<file path="src/design/sfef_pkg.sv">
package sfef_pkg;

  localparam int HIST_DEPTH = 16;
  localparam int SIG_BYTES  = 16;

  localparam int SIG_W  = 128;
  localparam int LEN_W  = 5;
  localparam int HELD_W = 5;
  localparam int SLOT_W = $clog2(HIST_DEPTH);
  localparam int CNT_W  = $clog2(HIST_DEPTH + 1);

  typedef struct packed {
    logic             op;
    logic [SIG_W-1:0] sig;
    logic [SIG_W-1:0] mask;
  } item_t;

  localparam logic OP_MARK  = 1'b0;
  localparam logic OP_CHECK = 1'b1;

  function automatic logic [SLOT_W-1:0] slot_inc(input logic [SLOT_W-1:0] slot);
    logic [SLOT_W-1:0] res;
    if (slot == SLOT_W'(HIST_DEPTH - 1)) begin
      res = '0;
    end else begin
      res = slot + 1'b1;
    end
    return res;
  endfunction

endpackage

</file>
<file path="src/design/sfef_ram.sv">
module sfef_ram #(
  parameter int WIDTH = 8,
  parameter int DEPTH = 16
) (
  input  logic                     clk,
  input  logic                     we,
  input  logic [$clog2(DEPTH)-1:0] waddr,
  input  logic [WIDTH-1:0]         wdata,
  input  logic                     re,
  input  logic [$clog2(DEPTH)-1:0] raddr,
  output logic [WIDTH-1:0]         rdata
);

  logic [WIDTH-1:0] mem [DEPTH];

  always_ff @(posedge clk) begin
    if (we) begin
      mem[waddr] <= wdata;
    end
    if (re) begin
      rdata <= mem[raddr];
    end
  end

endmodule

</file>
<file path="src/design/sfef_seq.sv">
module sfef_seq (
  input  logic                              clk,
  input  logic                              rst_n,
  input  logic                              in_valid,
  output logic                              in_ready,
  input  sfef_pkg::item_t                   item_i,
  output logic                              out_valid,
  input  logic                              out_ready,
  output logic                              out_dup_found,
  output logic [sfef_pkg::HELD_W-1:0]       out_held,
  output logic                              ram_we,
  output logic [sfef_pkg::SLOT_W-1:0]       ram_waddr,
  output logic [sfef_pkg::SIG_W-1:0]        ram_wdata,
  output logic                              ram_re,
  output logic [sfef_pkg::SLOT_W-1:0]       ram_raddr,
  input  logic [sfef_pkg::SIG_W-1:0]        ram_rdata
);

  typedef enum logic [1:0] {
    ST_IDLE,
    ST_SCAN,
    ST_DONE
  } state_t;

  state_t                          state_r, state_nxt;
  logic [sfef_pkg::SLOT_W-1:0]     oldest_r, oldest_nxt;
  logic [sfef_pkg::CNT_W-1:0]      count_r, count_nxt;
  logic [sfef_pkg::CNT_W-1:0]      k_r, k_nxt;
  logic [sfef_pkg::SLOT_W-1:0]     rd_slot_r, rd_slot_nxt;
  logic [sfef_pkg::SIG_W-1:0]      sig_r, sig_nxt;
  logic [sfef_pkg::SIG_W-1:0]      mask_r, mask_nxt;
  logic                            dup_r, dup_nxt;
  logic                            out_valid_r, out_valid_nxt;
  logic                            out_dup_r, out_dup_nxt;
  logic [sfef_pkg::HELD_W-1:0]     out_held_r, out_held_nxt;

  logic [sfef_pkg::CNT_W:0]        tail_sum;
  logic [sfef_pkg::SLOT_W-1:0]     tail_slot;
  logic [sfef_pkg::SLOT_W-1:0]     next_slot;
  logic [sfef_pkg::CNT_W-1:0]      k_inc;
  logic                            full;
  logic                            accept;

  assign in_ready      = (state_r == ST_IDLE);
  assign accept        = in_valid && in_ready;
  assign out_valid     = out_valid_r;
  assign out_dup_found = out_dup_r;
  assign out_held      = out_held_r;
  assign ram_wdata     = item_i.sig;

  always_comb begin
    tail_sum = (sfef_pkg::CNT_W+1)'(oldest_r) + (sfef_pkg::CNT_W+1)'(count_r);
    if (tail_sum >= (sfef_pkg::CNT_W+1)'(sfef_pkg::HIST_DEPTH)) begin
      tail_slot = sfef_pkg::SLOT_W'(tail_sum - (sfef_pkg::CNT_W+1)'(sfef_pkg::HIST_DEPTH));
    end else begin
      tail_slot = sfef_pkg::SLOT_W'(tail_sum);
    end
    full      = (count_r == sfef_pkg::CNT_W'(sfef_pkg::HIST_DEPTH));
    next_slot = sfef_pkg::slot_inc(rd_slot_r);
    k_inc     = k_r + 1'b1;
  end

  always_comb begin
    state_nxt     = state_r;
    oldest_nxt    = oldest_r;
    count_nxt     = count_r;
    k_nxt         = k_r;
    rd_slot_nxt   = rd_slot_r;
    sig_nxt       = sig_r;
    mask_nxt      = mask_r;
    dup_nxt       = dup_r;
    out_valid_nxt = out_valid_r && !out_ready;
    out_dup_nxt   = out_dup_r;
    out_held_nxt  = out_held_r;
    ram_we        = 1'b0;
    ram_waddr     = tail_slot;
    ram_re        = 1'b0;
    ram_raddr     = oldest_r;

    unique case (state_r)
      ST_IDLE: begin
        if (accept) begin
          sig_nxt  = item_i.sig;
          mask_nxt = item_i.mask;
          dup_nxt  = 1'b0;
          if (item_i.op == sfef_pkg::OP_MARK) begin
            ram_we = 1'b1;
            if (full) begin
              ram_waddr  = oldest_r;
              oldest_nxt = sfef_pkg::slot_inc(oldest_r);
            end else begin
              count_nxt = count_r + 1'b1;
            end
            state_nxt = ST_DONE;
          end else if (count_r == '0) begin
            state_nxt = ST_DONE;
          end else begin
            ram_re      = 1'b1;
            ram_raddr   = oldest_r;
            rd_slot_nxt = oldest_r;
            k_nxt       = '0;
            state_nxt   = ST_SCAN;
          end
        end
      end
      ST_SCAN: begin
        if ((ram_rdata & mask_r) == sig_r) begin
          dup_nxt    = 1'b1;
          oldest_nxt = rd_slot_r;
          count_nxt  = count_r - k_r;
          state_nxt  = ST_DONE;
        end else if (k_inc == count_r) begin
          state_nxt = ST_DONE;
        end else begin
          k_nxt       = k_inc;
          ram_re      = 1'b1;
          ram_raddr   = next_slot;
          rd_slot_nxt = next_slot;
        end
      end
      ST_DONE: begin
        if (!out_valid_r || out_ready) begin
          out_valid_nxt = 1'b1;
          out_dup_nxt   = dup_r;
          out_held_nxt  = sfef_pkg::HELD_W'(count_r);
          state_nxt     = ST_IDLE;
        end
      end
      default: begin
        state_nxt = ST_IDLE;
      end
    endcase
  end

  always_ff @(posedge clk) begin
    if (!rst_n) begin
      state_r     <= ST_IDLE;
      oldest_r    <= '0;
      count_r     <= '0;
      out_valid_r <= 1'b0;
    end else begin
      state_r     <= state_nxt;
      oldest_r    <= oldest_nxt;
      count_r     <= count_nxt;
      out_valid_r <= out_valid_nxt;
    end
    k_r        <= k_nxt;
    rd_slot_r  <= rd_slot_nxt;
    sig_r      <= sig_nxt;
    mask_r     <= mask_nxt;
    dup_r      <= dup_nxt;
    out_dup_r  <= out_dup_nxt;
    out_held_r <= out_held_nxt;
  end

endmodule

</file>
<file path="src/design/sent_frame_echo_filter.sv">
// Echo filter for frames this port sent. A mark item (op 0) appends the
// frame's first min(length, 16) bytes, zero padded, to a 16-entry history
// ring; when full, the oldest entry is overwritten. A check item (op 1)
// compares its leading bytes against each entry from the oldest on, one
// memory read per cycle; on the first hit it reports dup_found and drops all
// older entries. held gives the entry count after the item. A mark, and a
// check on an empty history, pass from the accept through ST_DONE into the
// output register. Otherwise a check reads one entry per cycle through the
// single read port of the history memory in ST_SCAN, from the oldest entry
// until a hit or the newest, then goes through ST_DONE. The next item can be
// accepted in the same cycle as the result turns valid. A finished result
// waits in an output register while the next item is accepted; an item that
// finishes while that register still holds an unaccepted result waits for it.
module sent_frame_echo_filter (
  input  logic                          clk,
  input  logic                          rst_n,
  input  logic                          in_valid,
  output logic                          in_ready,
  input  logic                          in_op,
  input  logic [63:0]                   in_sig_low,
  input  logic [63:0]                   in_sig_high,
  input  logic [sfef_pkg::LEN_W-1:0]    in_length,
  output logic                          out_valid,
  input  logic                          out_ready,
  output logic                          out_dup_found,
  output logic [sfef_pkg::HELD_W-1:0]   out_held
);

  logic [sfef_pkg::LEN_W-1:0]   len_sat;
  logic [sfef_pkg::SIG_W-1:0]   mask;
  sfef_pkg::item_t              item;
  logic                         ram_we;
  logic [sfef_pkg::SLOT_W-1:0]  ram_waddr;
  logic [sfef_pkg::SIG_W-1:0]   ram_wdata;
  logic                         ram_re;
  logic [sfef_pkg::SLOT_W-1:0]  ram_raddr;
  logic [sfef_pkg::SIG_W-1:0]   ram_rdata;

  always_comb begin
    if (in_length > sfef_pkg::LEN_W'(sfef_pkg::SIG_BYTES)) begin
      len_sat = sfef_pkg::LEN_W'(sfef_pkg::SIG_BYTES);
    end else begin
      len_sat = in_length;
    end
    for (int i = 0; i < sfef_pkg::SIG_W / 8; i++) begin
      mask[i*8 +: 8] = (sfef_pkg::LEN_W'(i) < len_sat) ? 8'hFF : 8'h00;
    end
    item.op   = in_op;
    item.mask = mask;
    item.sig  = {in_sig_high, in_sig_low} & mask;
  end

  sfef_seq u_seq (
    .clk           (clk),
    .rst_n         (rst_n),
    .in_valid      (in_valid),
    .in_ready      (in_ready),
    .item_i        (item),
    .out_valid     (out_valid),
    .out_ready     (out_ready),
    .out_dup_found (out_dup_found),
    .out_held      (out_held),
    .ram_we        (ram_we),
    .ram_waddr     (ram_waddr),
    .ram_wdata     (ram_wdata),
    .ram_re        (ram_re),
    .ram_raddr     (ram_raddr),
    .ram_rdata     (ram_rdata)
  );

  sfef_ram #(
    .WIDTH (sfef_pkg::SIG_W),
    .DEPTH (sfef_pkg::HIST_DEPTH)
  ) u_hist (
    .clk   (clk),
    .we    (ram_we),
    .waddr (ram_waddr),
    .wdata (ram_wdata),
    .re    (ram_re),
    .raddr (ram_raddr),
    .rdata (ram_rdata)
  );

endmodule

</file>
<file path="config.mk">
export PLATFORM = sky130hd
export DESIGN_NAME = sent_frame_echo_filter
export DESIGN_NICKNAME = d
export VERILOG_FILES = /design/src/design/sfef_pkg.sv /design/src/design/sfef_ram.sv /design/src/design/sfef_seq.sv /design/src/design/sent_frame_echo_filter.sv
export SDC_FILE = /design/constraint.sdc
export NUM_CORES = 2
export LEC_CHECK = 0
export BUFFER_PORTS_ARGS = -buffer_cell sky130_fd_sc_hd__buf_2
export CAP_MARGIN = 20
export CORE_UTILIZATION = 50
export CTS_CLUSTER_DIAMETER = 60
export CTS_CLUSTER_SIZE = 40
export DETAILED_ROUTE_END_ITERATION = 16
export GPL_TIMING_DRIVEN = 0
export HOLD_SLACK_MARGIN = 0.08
export PLACE_DENSITY = 0.71
export SYNTH_ARGS = -nofsm -noshare
export SYNTH_HDL_FRONTEND = slang
export SYNTH_SLANG_ARGS = --single-unit
</file>
<file path="constraint.sdc">
create_clock -name clk -period 15.01 [get_ports clk]
set_clock_uncertainty 0.2 [all_clocks]
set_input_delay 2.2515 -clock clk [delete_from_list [all_inputs] [get_ports clk]]
set_output_delay 2.2515 -clock clk [all_outputs]
set_load 0.02 [all_outputs]
</file>
Word level (Yosys, flattened, before mapping)
Memory sizes are Yosys's and may differ from the RTL's. A register that Yosys moved wholly into a read port is not among the register bits.
Cells that the tools add are included.

storage, ports and cells
  input bits = 138
  bits in writable memories = 2,048
  bits in registers = 284
  word-level logic and storage cells = 144
  output and inout port bits = 8
  memories = 1

memory list
  memory      words  width  read ports  clocked after Yosys merged registers in  write ports  line            source
  u_hist.mem  16     128    1           1                                        1            sfef_ram.sv:14  logic [WIDTH-1:0] mem [DEPTH];

cells by class
  reductions and logical operators = 15
  muxes and demuxes = 72
  bitwise logic cells = 2
  $lt $le $gt $ge = 18
  $add $sub $neg = 7
  eq/ne operators = 18

operators by type and width
  operator               count
  $and A128 B128 Y128    2
  $eq A128 B128 Y1       1
  $mux W8                16
  $mux W4                19
  $mux W5                10
  $lt A4 B5 Y1 const A   8
  $lt A3 B5 Y1 const A   4
  $pmux W5 S2            2
  $ne A2 B2 Y1 const B   8
  $pmux W4 S2            2
  $mux W1                14
  $mux W2                6
  $add A5 B1 Y5 const B  2
  $lt A1 B5 Y1 const A   2
  $lt A2 B5 Y1 const A   2
  $reduce_and A5 Y1      2
  $add A4 B1 Y4 const B  2
  $eq A4 B4 Y1 const B   2
  $add A4 B5 Y6          1
  $ge A6 B5 Y1 const B   1
  $pmux W2 S3            1
  $reduce_and A3 Y1      2
  $reduce_and A6 Y1      1
  $eq A5 B5 Y1           1
  other kinds (16)       21

Logic depth before layout (Yosys ltp)
  depth after elaboration = 7
  mapped depth = 16
  depth with buffers taken out = 11

Modules after synthesis
Synthesis repeated with hierarchy kept, for this count alone.

second synthesis, totals
  cell total of the unflattened synthesis = 4,470
  area total of the unflattened synthesis = 94,511.9 µm²

by module, submodules not included
  module                  sequential area each (µm²)  times used  cells an instance  area each (µm²)
  sfef_ram                65,342.7                    1           3,365              80,612.3
  sfef_seq                8,408.1                     1           930                12,783.5
  sent_frame_echo_filter  0.0                         1           175                1,116.1

Worst setup path before layout
OpenSTA, ideal clock, no wires.

  path kind = input to register
  start point = input port in_valid
  end point = register u_hist.rdata[0] (read register of u_hist.mem) (enable)
  slack = 2.647 ns
  arrival = 11.369 ns
  path buffers = 0
  setup time = 0.794 ns
  cell stages on the path = 2
  required time = 14.016 ns
  cell sequence = nand2_1 -> o21ai_0

on the way
  word-level cells in the longest chain between the ends = 3

RTL lines
  what                 line                          source
  start, declared      sent_frame_echo_filter.sv:17  input logic in_valid,
  $logic_and A1 B1 Y1  sfef_seq.sv:45                assign accept = in_valid && in_ready;
  $mux W1              sfef_seq.sv:82                if (accept) begin
  $pmux W1 S2          sfef_seq.sv:80                unique case (state_r)
  named net ram_re     sent_frame_echo_filter.sv:35  logic ram_re;
  end, declared        sfef_ram.sv:11                output logic [WIDTH-1:0] rdata

The timed path passes the listed nets, and every way through them passes these cells.
A chain may end at the register's enable or synchronous reset.

Worst setup path after layout
  start point = register u_seq.mask_r[23] (netlist bit)
  end point = register u_hist.rdata[61] (read register of u_hist.mem) (data pin)

on the way
  word-level cells in the longest chain between the ends = 4

RTL lines
  what                                           line             source
  start, declared                                sfef_seq.sv:31   logic [sfef_pkg::SIG_W-1:0] mask_r, mask_nxt;
  start signal, assigned                         sfef_seq.sv:150  mask_r <= mask_nxt;
  $and A128 B128 Y128 *                          sfef_seq.sv:107  if ((ram_rdata & mask_r) == sig_r) begin
  $eq A128 B128 Y1 *                             sfef_seq.sv:107
  $mux W1 / $mux W4 (equally long branches)      sfef_seq.sv:107
  $pmux W1 S2 / $mux W4 (equally long branches)  n/a

Mark *: on every way between the ends. The rest lies on a longest branch, timed or not.

==> Flow_metrics.wiki <==
{| class="wikitable"
! Metric !! Value
|-
| Run status || finished clean
|-
| Largest area contributor in the synthesized netlist || sky130_fd_sc_hd__edfxtp_1
|-
| # Post-CTS Setup Buffers || 0
|-
| Grt ovf || 0
|-
| Global-route wire length before repair || 414 mm
|-
| Clock sink count || 2,348
|-
| Post-layout total power || 14.0 mW
|-
| Post-cts repair resize count || 0
|-
| Pre-CTS setup slack || 6.63 ns
|-
| Element type at the critical path end || flop
|-
| Fin nets || 7,454
|-
| Unrepaired setup endpoints after global routing || false
|-
| Data arrival, critical path || 8.92 ns
|-
| Detail Route met3 WL || 40.5 mm
|-
| Placeable core region || 0.184 sq mm
|-
| Highest routing layer actually used || met5
|-
| Mapped Cells || 6,853
|-
| Crit path cell chain || clkbuf_1 > nand2_1 > xor2_1 > o2111ai_1 > nor4_1 > nand4_1 > o21ai_4 > mux2i_1 > buf_2 > buf_2 > clkbuf_1 > clkbuf_1 > nand3_1 > a32oi_1 > nand3_1
|-
| # setup viols final || 0
|-
| FF+latch count, synth || 2,348
|-
| Hold WC Path Type || flop to flop
|-
| Adder-cell share of the synthesized area || 0.178%
|-
| Total area of multi-input combinational cells || 0.0208 sq mm
|-
| Largest net degree at the start of global routing || 106
|-
| Insertion delay to the later sink of the worst-skew pair || 0.85 ns
|-
| Worst-path fanout max || 10
|-
| Number of fillers in the final layout || 14,200
|-
| Met1 wire length || 103 mm
|-
| DP Wirelength || 206 mm
|-
| Slowest library cell on the worst path || sky130_fd_sc_hd__clkbuf_1
|-
| Gpl congestion || 0.939
|-
| Multiplexer share of the synthesized area || 1.64%
|-
| Primary FF master, synth || sky130_fd_sc_hd__edfxtp_1
|-
| Post-Synthesis Mean Instance Area || 13.6 sq um
|-
| Delay contributed by the slowest stage of the critical path || 0.75 ns
|-
| DR pass1 iterations || 8
|-
| Cell family with most CP delay || buffers and inverters
|-
| Max-cap viol count || 0
|-
| Maximum ir drop on the vdd rail || 88.7 uV
|-
| Hold Violations, Final || 0
|-
| Count of synthesis-stage warnings from yosys || 0
|-
| Clock tree from TritonCTS || done
|-
| # rows || 157
|-
| Share of Yosys cell area claimed by the top area cell type || 75.5%
|-
| Period utilisation layout || 57.5%
|-
| Wirelength, routed || 298 mm
|-
| Horiz. Die Dim || 433 um
|-
| Total via count after detailed routing || 62,300
|-
| Number of global-route vias before repair || 58,100
|-
| Kind of critical path || flop to flop
|-
| Number of antenna-violating nets in the routed design || 0
|-
| Post-synthesis cell type count || 59
|-
| Post-DR wirelength/cell || 30.1 um
|-
| Sum of buffers and inverters on the critical path || 5
|-
| Initial DRC Count || 10,900
|-
| Combinational family with the most area after synthesis || simple AND/OR/NAND/NOR gates
|-
| Fraction of the mapped netlist area in simple logic gates || 17.0%
|-
| Buffers on Ports || 143
|-
| Buffers from clock root to sink, at most || 3
|-
| Initial antenna violation count || 23
|-
| Fraction of final layout cells sized beyond drive strength 1 || 11.8%
|-
| Core utilization of the finished layout || 57.0%
|-
| Tightest Pin Transition || 1.27 ns
|-
| Async set-or-reset flop fraction in the synthesized netlist || 0%
|-
| Post-synthesis instance area || 0.0930 sq mm
|-
| Top post-synthesis cells by area || sky130_fd_sc_hd__edfxtp_1 75%, sky130_fd_sc_hd__nand2_1 7.3%, sky130_fd_sc_hd__nand3_1 6.6%
|-
| Required arrival time at the worst endpoint || 15.30 ns
|-
| Root buffer cell || sky130_fd_sc_hd__clkbuf_16
|-
| Remaining design rule violation count || 0
|-
| Starting density of the core || 50.6%
|-
| Minimum period implied by the final worst setup slack || 8.63 ns
|-
| Routed wire length on met2 || 132 mm
|-
| Min Hold Slack || 0.232 ns
|-
| Vias per cell || 6.29
|-
| Sum Neg Setup Slack || 0 ns
|-
| Final count of pins violating max slew || 0
|-
| Static leakage || 35.8 nW
|-
| Depth of the CTS H-tree || 4
|-
| Most Frequent Cell on Critical Path || sky130_fd_sc_hd__clkbuf_1
|-
| Synth Area in Compound Gates || 2.77%
|-
| Number of enable-type register cells in the synthesized netlist || 2,336
|-
| Most repeated cell in the gate-level netlist after synthesis || sky130_fd_sc_hd__edfxtp_1
|-
| Overall die area || 0.188 sq mm
|-
| Overall fraction of global-route tracks in use || 31.4%
|-
| I/O pin count || 146
|-
| Die Height || 433 um
|-
| Element type at the critical path start || flop
|-
| Sequential fraction of the synthesis area || 75.7%
|-
| P&R area growth vs syn || 12.7%
|-
| Number of buffers created by CTS || 136
|-
| Timing-limited maximum frequency || 116 MHz
|-
| Number of hold buffers added after CTS || 0
|-
| Power density relative to cell area || 134 mW/mm^2
|-
| Slew HR || 15.3%
|-
| Final Worst Setup Slack || 6.38 ns
|-
| Syn nets || 7,003
|-
| Parity-gate share of the synthesized area counting xor and xnor cells || 0.575%
|-
| Seq. cell area || 0.0704 sq mm
|-
| Post-synth top cells || 2,336 x sky130_fd_sc_hd__edfxtp_1, 1,806 x sky130_fd_sc_hd__nand2_1, 1,221 x sky130_fd_sc_hd__nand3_1, 224 x sky130_fd_sc_hd__clkbuf_1, 117 x sky130_fd_sc_hd__nand4_1
|-
| Clock slew at reported path FFs || 0.09 ns
|}
-- worst reg2reg max path: stages (launching register included) --
cell and delay [ns]:
sky130_fd_sc_hd__edfxtp_1 0.40, sky130_fd_sc_hd__clkbuf_1 0.73, sky130_fd_sc_hd__nand2_1 0.15, sky130_fd_sc_hd__xor2_1 0.71, sky130_fd_sc_hd__o2111ai_1 0.53, sky130_fd_sc_hd__nor4_1 0.58, sky130_fd_sc_hd__nand4_1 0.62, sky130_fd_sc_hd__o21ai_4 0.62
sky130_fd_sc_hd__mux2i_1 0.65, sky130_fd_sc_hd__buf_2 0.42, sky130_fd_sc_hd__buf_2 0.39, sky130_fd_sc_hd__clkbuf_1 0.67, sky130_fd_sc_hd__clkbuf_1 0.75, sky130_fd_sc_hd__nand3_1 0.20, sky130_fd_sc_hd__a32oi_1 0.34, sky130_fd_sc_hd__nand3_1 0.32
-- state kept, by name, summed over array words and instances, names as in the netlist --
name                 cells
u_seq.mask_r            16
u_seq.oldest_r           4
u_seq.k_r                5
u_seq.dup_r              1
u_seq.sig_r            128
u_seq.rd_slot_r          4
u_hist.mem            2048
u_seq.out_valid          1
u_seq.out_dup_found      1
u_hist.rdata           128
u_seq.count_r            5
u_seq.out_held           5
u_seq.state_r            2
-- power by group --
group          leakage (nW)  switching (mW)  internal, mW
registers              21.4          0.0961          7.48
clock network          2.33            2.40          1.94
logic                  12.0            1.55         0.565
-- area by class of cell --
type                    count  share of cell area [%]
clock buffers             145                    3.40
inverters                  18                  0.0717
flip-flops and latches   2348                    67.2
plain buffers             403                    1.84
multi-input cells        4084                    19.8
repair buffers            313                    3.44
diodes                     18                  0.0430
well taps                2464                    2.94
clock inverters           107                    1.22
-- cells in the final DEF, fill, tap and decap left out, types with 16 or more instances in the layout --
cell type | netlist | final
sky130_fd_sc_hd__edfxtp_1 | 2336 | 2336
sky130_fd_sc_hd__nand2_1 | 1806 | 1806
sky130_fd_sc_hd__nand3_1 | 1221 | 1221
sky130_fd_sc_hd__buf_2 | 85 | 231
sky130_fd_sc_hd__clkbuf_1 | 224 | 214
sky130_fd_sc_hd__clkbuf_16 | 0 | 142
sky130_fd_sc_hd__nand4_1 | 117 | 117
sky130_fd_sc_hd__buf_4 | 76 | 116
sky130_fd_sc_hd__mux2_2 | 94 | 94
sky130_fd_sc_hd__buf_12 | 0 | 89
sky130_fd_sc_hd__and3_1 | 82 | 82
sky130_fd_sc_hd__o22ai_1 | 73 | 73
sky130_fd_sc_hd__nor2b_1 | 73 | 67
sky130_fd_sc_hd__and2_1 | 62 | 62
sky130_fd_sc_hd__o21ai_0 | 59 | 58
sky130_fd_sc_hd__a21oi_1 | 58 | 54
sky130_fd_sc_hd__xor2_1 | 49 | 49
sky130_fd_sc_hd__o221ai_1 | 48 | 48
sky130_fd_sc_hd__mux2i_1 | 45 | 45
sky130_fd_sc_hd__nor2_1 | 48 | 30
sky130_fd_sc_hd__inv_6 | 0 | 27
sky130_fd_sc_hd__a32oi_1 | 22 | 22
sky130_fd_sc_hd__clkinv_8 | 0 | 19
sky130_fd_sc_hd__buf_16 | 0 | 19
sky130_fd_sc_hd__diode_2 | 0 | 18
sky130_fd_sc_hd__nor3_1 | 18 | 18
sky130_fd_sc_hd__buf_1 | 17 | 17
sky130_fd_sc_hd__inv_1 | 17 | 16
sky130_fd_sc_hd__a22o_1 | 16 | 16
sky130_fd_sc_hd__nor2_4 | 0 | 16
-- kinds of logic after synthesis --
kind of cell / count (synthesis)
AO/OA/AOI/OAI: 374
XOR/XNOR: 61
adder cells (fa/ha/maj): 12
buffers and inverters: 421
flip-flops: 2348
multiplexers: 140
AND/OR/NAND/NOR: 3497
-- worst paths after layout --
| check | startpoint | endpoint | slack (ns) | cells past startpoint |
|---|---|---|---|---|
| max | u_seq.mask_r[23]$_DFFE_PP_ | u_hist.rdata[61]$_DFFE_PP_ | 6.38 | 15 |
| min | u_seq.dup_r$_DFFE_PP_ | u_seq.out_dup_found$_DFFE_PP_ | 0.23 | 0 |
| max reg2reg | u_seq.mask_r[23]$_DFFE_PP_ | u_hist.rdata[61]$_DFFE_PP_ | 6.38 | 15 |
| min reg2reg | u_seq.dup_r$_DFFE_PP_ | u_seq.out_dup_found$_DFFE_PP_ | 0.23 | 0 |
-- layer usage --
metal	up-vias	GRT usage, %
li1	26200	-
met1	30500	40.9
met2	4807	47.0
met3	844	7.73
met4	16	20.3
met5	-	0
-- per-stage QoR --
step / cell area (sq um) / cells
2_1_floorplan: 93000 / 6853
3_3_place_gp: 96800 / 9460
3_5_place_dp: 99600 / 9599
4_1_cts: 104000 / 9851
5_1_grt: 105000 / 9882
6_report: 105000 / 9900
(Power assumes the default switching activity.)
